### src/hdl/ebc_pkg.sv
// ------------------------------------------------------------------------
// Elastic ball collision package
// Shared widths, constants and the classified word passed front to back.
// ------------------------------------------------------------------------
package ebc_pkg;

  localparam int MaxBalls   = 16;
  localparam int InWidth    = 200;
  localparam int OutWidth   = 64;
  localparam logic [15:0] BallSizeReset = 16'd4096;
  localparam int QuoWidth   = 17;  // quotient bits, larger results saturate
  localparam int FifoDepth  = 4;
  localparam int FifoAw     = 2;

  // classified pair, centre offsets already narrowed for the hit path
  typedef struct packed {
    logic               hit;
    logic signed [16:0] dx;
    logic signed [16:0] dy;
    logic [31:0]        d2;
    logic signed [16:0] dvx;
    logic signed [16:0] dvy;
    logic signed [15:0] vax;
    logic signed [15:0] vay;
    logic signed [15:0] vbx;
    logic signed [15:0] vby;
    logic [15:0]        ma;
    logic [15:0]        mb;
  } cls_t;

  typedef struct packed {
    logic full;
    logic empty;
  } fifo_stat_t;

endpackage

### src/hdl/ebc_fifo.sv
// ------------------------------------------------------------------------
// Collision word queue
// Short queue between classification and impulse resolution.
// ------------------------------------------------------------------------
module ebc_fifo (
  input  logic                clk_i,
  input  logic                rst_ni,
  input  logic                push_i,
  input  ebc_pkg::cls_t       push_data_i,
  input  logic                pop_i,
  output ebc_pkg::cls_t       pop_data_o,
  output ebc_pkg::fifo_stat_t stat_o
);

  ebc_pkg::cls_t mem_q [ebc_pkg::FifoDepth];
  logic [ebc_pkg::FifoAw:0] wr_q, rd_q;

  assign stat_o.empty = (wr_q == rd_q);
  assign stat_o.full  = (wr_q[ebc_pkg::FifoAw] != rd_q[ebc_pkg::FifoAw]) &&
                        (wr_q[ebc_pkg::FifoAw-1:0] == rd_q[ebc_pkg::FifoAw-1:0]);
  assign pop_data_o   = mem_q[rd_q[ebc_pkg::FifoAw-1:0]];

  always_ff @(posedge clk_i or negedge rst_ni) begin
    if (!rst_ni) begin
      wr_q <= '0;
      rd_q <= '0;
    end else begin
      if (push_i) wr_q <= wr_q + 1'b1;
      if (pop_i)  rd_q <= rd_q + 1'b1;
    end
  end

  always_ff @(posedge clk_i) begin
    if (push_i) begin
      mem_q[wr_q[ebc_pkg::FifoAw-1:0]] <= push_data_i;
    end
  end

endmodule

### config.mk
export PLATFORM = sky130hd
export DESIGN_NAME = ebc_fifo
export DESIGN_NICKNAME = d
export VERILOG_FILES = /design/src/hdl/ebc_pkg.sv /design/src/hdl/ebc_fifo.sv
export SDC_FILE = /design/constraint.sdc
export NUM_CORES = 1
export LEC_CHECK = 0
export ABC_CLOCK_PERIOD_IN_PS = 7200
export BUFFER_PORTS_ARGS = -buffer_cell sky130_fd_sc_hd__buf_2
export CAP_MARGIN = 5
export CORE_MARGIN = 4
export CORE_UTILIZATION = 35
export DETAILED_ROUTE_END_ITERATION = 10
export GPL_TIMING_DRIVEN = 0
export PLACE_DENSITY_LB_ADDON = 0.08
export SETUP_SLACK_MARGIN = 0.5
export SLEW_MARGIN = 20
export SYNTH_ARGS = -nofsm -noshare
export SYNTH_HDL_FRONTEND = slang
export SYNTH_SLANG_ARGS = --single-unit
### constraint.sdc
create_clock -name clk_i -period 7.2 [get_ports clk_i]
set_input_delay 1.44 -clock clk_i [delete_from_list [all_inputs] [get_ports clk_i]]
set_output_delay 1.44 -clock clk_i [all_outputs]
set_load 0.05 [all_outputs]
Yosys cells after proc, flatten, opt, wreduce, memory -nomap -nowiden. Memory sizes are Yosys's and may differ from the RTL's. Index checks and enable logic that the tools add are counted.

Add/sub/neg operators: 2. Equality and inequality tests: 3. Mux-type cells: 2. Reductions and logical operators: 1.

Operators by type and width (number): adder 3 x 1 -> 3 bit (second input constant) (2); equality test 3 bit (1); equality test 2 bit (1); 2-to-1 mux 1 bit (2); logical AND 1 bit (1); inequality test 1 bit (1).

Bits in registers: 6. Bits in writable memories: 788. Bits of input ports: 201. Memories: 1.

Memory list: mem_q (words 4, width 197, rd ports 1, clocked after memory_dff 0, wr ports 1, line ebc_fifo.sv:15) `ebc_pkg::cls_t mem_q [ebc_pkg::FifoDepth];`.

Logic depth before layout (Yosys ltp). Gate-level depths: netlist of run 1.

Depth in word-level cells: 2. Depth in mapped cells: 4.

Worst setup path before layout of run 1. Ideal clock, no wire load.

Path type: input-to-reg. Start: input port push_i. End: memory mem_q[3][0] (netlist bit) (enable). Library setup time: 0.583 ns. Arrival: 5.913 ns. Required time: 6.617 ns. Path slack: 0.704 ns. Stages on the path: 1. Path buffers: 0. Cells stage by stage: and2_1.

Word-level cells in the longest chain between the ends: 2.

RTL lines: from (decl) (line ebc_fifo.sv:8) `input logic push_i,`; 2-to-1 mux 1 bit (line ebc_fifo.sv:34) `if (push_i) begin`; 2-to-1 mux 1 bit (not written as such) (line ebc_fifo.sv:35) `mem_q[wr_q[ebc_pkg::FifoAw-1:0]] <= push_data_i;`; to (decl) (line ebc_fifo.sv:15).

No other way between the ends.

==> results by group, run 1 <==
Status
  • Status: finished clean

Drt
  • DR vias: 13021
  • 1st-pass router iterations: 4
  • DR WL/cell: 24.1 um
  • Final wirelength: 65300 um
  • Post-route ant nets: 0
  • # DRC: 0
  • Via/cell ratio: 4.79
  • DRT iter0 DRCs: 777

STA
  • Pins over their slew limit: 0
  • Final worst path period share: 0.581
  • Final hold violation count: 0
  • Highest clock rate: 0.239 GHz
  • Post-layout min period: roughly 4200 ps
  • RSZ-0062 raised after global routing: false
  • Worst Skew: 19.0 ps
  • Slew margin rel.: 0.429
  • Worst-Margin Slew: 857 ps
  • Setup-failing EPs final: 0

Setup path
  • CP arrival: 2740 ps
  • WS Path Type: reg -> out
  • Startpoint Class: flip-flop
  • R2R depth: 5
  • Required time of the critical path: 5760 ps
  • Critical path endpoint category: primary output
  • Max FO, Critical Path: 10

Logic synthesis
  • Area fraction of the dominant cell type after synthesis: 0.823
  • Async SR Flop Fraction: 0.00756
  • Post-synth top area cell: edfxtp_1
  • Ys flop type: edfxtp_1
  • Leading post-synthesis cells by cell area: edfxtp_1, mux4_2, buf_6
  • Syn_nets: around 1300
  • Syn Area/Cell: 27.1 um^2
  • EDFF count, synth: 788
  • Most instantiated library cell after synthesis: edfxtp_1
  • Mapped Cells: about 1100
  • Register area share after synthesis: 0.828
  • Synth warnings: 0
  • Top post-synthesis cells by count: edfxtp_1, mux4_2, buf_2
  • #FFs+latches synth: 794
  • Post-synthesis cell type count: 18
  • Mapped cell area: 28700 um^2

Global route
  • Initial antenna violation count: 26
  • First-pass GRT wire length: 94800 um
  • Pin count of the biggest net entering global routing: 42
  • GRT Overall Usage: 0.150
  • Grt ovf: 0
  • Vias in the first global route: about 14000

Clocking
  • # hold bufs at CTS: 0
  • Inserted Clock Buffers: 87
  • Clock latency on the worst-skew pair: a little over 600 ps
  • CTS Sinks: 794
  • Post-CTS resize count: 0
  • Clock root buffer: clkbuf_16
  • Htree depth: 3
  • Post-CTS Setup Bufs: 0
  • Longest Clk Path Bufs: 3
  • Clk slew on worst S/H paths: 60 ps
  • TritonCTS clock tree: yes

Floorplanning
  • Core area: a little over 80000 um^2
  • Std cell rows: 104
  • Top-Level Pins: 400
  • Die ar.: 86800 um^2
  • Die Y-Extent: ~300 um
  • Die X-Extent: approximately 300 um
  • Initial Utilization: 0.355

Placement
  • Placed cell area: between 30000 and 40000 um^2
  • IO buf count: 399
  • Post-DP HPWL: 42700 um
  • RePlAce Congestion: 0.684

Power
  • Total power: 0.0174 W
  • Power Density: 490 nW/um^2
  • Comb pwr share: 0.387
  • Seq pwr share: 0.355
  • P_sw: between 0.006 and 0.007 W
  • Design internal power: 0.0107 W
  • Clock power frac: 0.258
  • Switch share: 0.384
  • IR Drop Worst-Case VDD: around 0.25 mV
  • Pleak: between 10 and 15 nW

Hold path
  • Hold Path Class: reg -> reg
  • Hold Crit Depth: 1

Final layout
  • Final nets: 1775
  • Reg area: 23800 um^2
  • Fin area: 35600 um^2
  • Fill cells: 6989
  • Area of the multi-input gates: 4630 um^2
  • Syn-to-layout area delta: 23.7%
  • Share of cells above drive strength 1: 0.481

Run
  • MaxCap Viol Count: 0
critical path, stage by stage, from the launching register on:
cell and delay, ps:
dfrtp_1 340, buf_2 320, buf_2 450, buf_2 380
mux4_2 360, buf_2 240
final cells by class:
class,count,area share
Sequential cell,794,0.669
Multi-Input combinational cell,219,0.130
Timing Repair Buffer,421,0.0708
Clock buffer,103,0.0635
Tap cell,1060,0.0373
Clock inverter,58,0.0189
Buffer,44,0.00848
Antenna cell,15,0.00106
Inverter,2,0.000211
kinds of logic (layout without fill, tap and decap cells):
group                      after synthesis  after routing  synth area share
DFF                                    794            794             0.828
other                                    0             15                 0
buffers and inverters                   46            628            0.0108
AOI/OAI and AO/OA                        1              1          0.000174
adders and majority gates                5              5           0.00218
xor gates and xnor gates                 7              7           0.00213
and+or+nand+nor                          8              8           0.00157
muxes                                  198            198             0.155
flip-flops by register name (all words and copies together) (netlist names):
name / flops
mem_q: 788
rd_q: 3
wr_q: 3
cell usage in the layout, fill, tap and decap left out, types with 2 or more instances in the layout:
| cell type | n |
|---|---|
| clkbuf_1 | 16 |
| clkbuf_16 | 88 |
| clkinv_1 | 17 |
| clkinv_8 | 2 |
| buf_12 | 11 |
| ha_1 | 5 |
| mux4_2 | 197 |
| buf_1 | 6 |
| buf_16 | 11 |
| and2_4 | 4 |
| edfxtp_1 | 788 |
| clkinv_2 | 20 |
| inv_6 | 2 |
| diode_2 | 15 |
| xor2_1 | 5 |
| buf_2 | 421 |
| buf_6 | 14 |
| nand2_1 | 2 |
| bufinv_16 | 13 |
| dfrtp_1 | 6 |
| inv_1 | 2 |
| xnor2_1 | 2 |
routing by layer:
layer / track usage / share of wire / routed length [um]
met1: 0.184 / 0.39 / 25700
met2: 0.248 / 0.49 / 32300
met3: 0.0580 / 0.086 / 5590
met4: 0.0425 / 0.025 / 1630
met5: 0 / 0.0025 / 161
through the flow:
step           cells  utilization  worst slack, ps  TNS [ps]  hold slack (ps)
5_1_grt         2703        0.439             2850         0              506
4_1_cts         2701        0.439             2860         0              494
6_report        2716        0.439             3020         0              496
2_1_floorplan   1059            -              704         0              462
3_3_place_gp    2518        0.396            -4260  -3269150              478
3_5_place_dp    2540        0.403             3540         0              483
power by group through the flow:
stage / combinational, W / clock (W) / sequential, W
6_report: 0.00674 / 0.00449 / 0.00618
3_3_place_gp: 0.00675 / 0 / 0.00667
4_1_cts: 0.00695 / 0.00465 / 0.00619
3_5_place_dp: 0.00694 / 0 / 0.00629
2_1_floorplan: 0.00497 / 0 / 0.00643
5_1_grt: 0.00713 / 0.00485 / 0.00625
final timing paths:
check	start	to	slack, ps
min	rd_q[2]	rd_q[2]	500
min reg2reg	rd_q[2]	rd_q[2]	500
min in group asynchronous	rst_ni	rd_q[1]	640
max	rd_q[1]	pop_data_o[111]	3020
max in group asynchronous	rst_ni	wr_q[2]	6410
max reg2reg	wr_q[0]	mem_q[3][76]	4740
Note: power is estimated with default switching activity, not from simulation.
==> run 2, diff against run 1 <==
Settings changed: ABC_CLOCK_PERIOD_IN_PS 7200 to 3500.
Clock period 7.2 ns to 3.5 ns, I/O delays scaled along.
==> run 2 against run 1 <==
Effect of this change: die area unchanged; sequential power up 110%; cell count fell by 0.15%; clock power rose by 100%; clock-buffer cell count rose by 8; global-route usage decreased by 0.28 points; setup slack worse by 2500 ps; critical endpoint is now pop_data_o[135].
==> results by group, run 2 (synthesized netlist as in run 1, its figures left out) <==
STA
  • Highest clock rate: 0.331 GHz
  • RSZ-0062 raised after global routing: true
  • Worst Skew: 13.6 ps
  • Final worst path period share: 0.862
  • Worst-Margin Slew: 625 ps
  • Pins over their slew limit: 0
  • Post-layout min period: 3020 ps
  • Hold slack: 285 ps
  • Slew margin rel.: 0.583
  • Setup WS post-layout: 482 ps
  • Final hold violation count: 0
  • Setup-failing EPs final: 0

Floorplanning
  • Die X-Extent: 295 um
  • Initial Utilization: 0.355
  • Top-Level Pins: 400
  • Std cell rows: 104
  • Die Y-Extent: 295 um
  • Die ar.: 86800 um^2
  • Core area: a little over 80000 um^2

Placement
  • RePlAce Congestion: about 0.69
  • # placed instances: 2538
  • Setup WS pre-CTS: 545 ps
  • Post-DP HPWL: just over 40000 um
  • IO buf count: 399

Global route
  • GRT Overall Usage: 0.147
  • Vias in the first global route: ~14000
  • First-pass GRT wire length: 93200 um
  • Pin count of the biggest net entering global routing: 42
  • Initial antenna violation count: 17
  • Grt ovf: 0

Final layout
  • Syn-to-layout area delta: 24.9%
  • Share of cells above drive strength 1: 0.481
  • Final nets: 1774
  • Fill cells: 7016
  • Reg area: 23800 um^2
  • Final non-filler cell total: 2712
  • Commonest non-fill, non-tap cells in the layout: edfxtp_1, buf_2, mux4_2, clkbuf_16, buf_4
  • Commonest non-fill, non-tap cell in the layout: edfxtp_1
  • Max reg flops: 788
  • Area of the multi-input gates: 4630 um^2
  • Final core occ: 0.444

Setup path
  • Critical path endpoint category: primary output
  • Startpoint Class: flip-flop
  • CP arrival: approximately 2300 ps
  • FF-to-FF Start: wr_q[0]
  • Setup crit end: pop_data_o[135]
  • R2R depth: 5
  • Required time of the critical path: 2800 ps
  • Critical Path Start: rd_q[0]
  • End of the worst register-to-register path: mem_q[3][174]
  • Max FO, Critical Path: 11
  • WS Path Type: reg -> out
  • R2R Setup Slk: 1210 ps

Clocking
  • Clk slew on worst S/H paths: 60 ps
  • Longest Clk Path Bufs: 3
  • Clock latency on the worst-skew pair: 610 ps
  • Clock root buffer: clkbuf_16
  • TritonCTS clock tree: yes
  • CTS Sinks: 794
  • Htree depth: 3
  • Inserted Clock Buffers: 86

Drt
  • Post-route ant nets: 0
  • DR WL/cell: 23.8 um
  • # DRC: 0
  • Via/cell ratio: 4.79
  • 1st-pass router iterations: 4
  • DR vias: 12979
  • Final wirelength: 64700 um
  • DRT iter0 DRCs: a little under 700

Power
  • Clock power frac: 0.248
  • Design internal power: about 0.022 W
  • Seq pwr share: 0.351
  • Pleak: around 12 nW
  • P_sw: 0.0138 W
  • Power Density: a little over 1000 nW/um^2
  • Switch share: 0.381
  • IR Drop Worst-Case VDD: 0.478 mV
  • Total power: ~0.036 W
  • Comb pwr share: 0.402

Status
  • Status: finished clean

Hold path
  • Hold Path Class: in -> reg

Run
  • MaxCap Viol Count: 0
[run 2: cell type report]
class | instances | area share
antenna | 10 | 0.000697
clock inverter | 51 | 0.0148
timing repair buffer | 421 | 0.0763
tap | 1060 | 0.0369
clock buffer | 111 | 0.0643
sequential | 794 | 0.663
inverter | 2 | 0.000209
multi-input combinational | 219 | 0.129
buffer | 44 | 0.0144
[run 2: worst max-delay path, cell delays in order, from the launching register on]
cell and delay [ps]:
dfrtp_1 390, buf_12 180, clkbuf_16 200, buf_12 160, mux4_2 510, buf_2 230
[run 2: what timing repair did]
item,4_1_cts,5_1_grt
setup buffers,0,0
endpoints found under the setup margin,199,189
cloned,0,1
hold buffers,1,0
gates resized for setup,99,61
endpoints found under the hold margin,6,0
[run 2: routing by layer]
| layer | up-vias | track usage | routed length (um) |
|---|---|---|---|
| met5 | - | 0 | 124 |
| met4 | 20 | 0.0438 | 1590 |
| met3 | 119 | 0.0475 | 5070 |
| met2 | 352 | 0.244 | 32100 |
| met1 | 6802 | 0.185 | 25800 |
| li1 | 5686 | - | - |
[run 2: power groups by stage]
stage                     clock network (W)  registers (W)  logic (W)
after floorplan                           0         0.0129     0.0102
after global placement                    0         0.0131     0.0139
after detailed placement                  0         0.0129     0.0143
after CTS                           0.00928         0.0127     0.0147
after global routing                0.00969         0.0128     0.0153
final                               0.00898         0.0127     0.0146
[run 2: worst min-delay path by stage]
stage                startpoint       endpoint  slack [ps]  cells after the start
2_1_floorplan            rst_ni        rd_q[0]         400                      0
3_3_place_gp            wr_q[2]        wr_q[2]         480                      1
3_5_place_dp            wr_q[2]        wr_q[2]         480                      1
4_1_cts        push_data_i[139]  mem_q[3][139]         230                      1
5_1_grt        push_data_i[142]  mem_q[2][142]         250                      1
6_report        push_data_i[25]   mem_q[1][25]         290                      1
[run 2: through the flow]
step | TNS, ps | cell area [um^2]
6_report | 0 | 35900
2_1_floorplan | 0 | 28800
3_5_place_dp | 0 | 32600
5_1_grt | 0 | 35900
4_1_cts | 0 | 35700
3_3_place_gp | -474730 | 32100
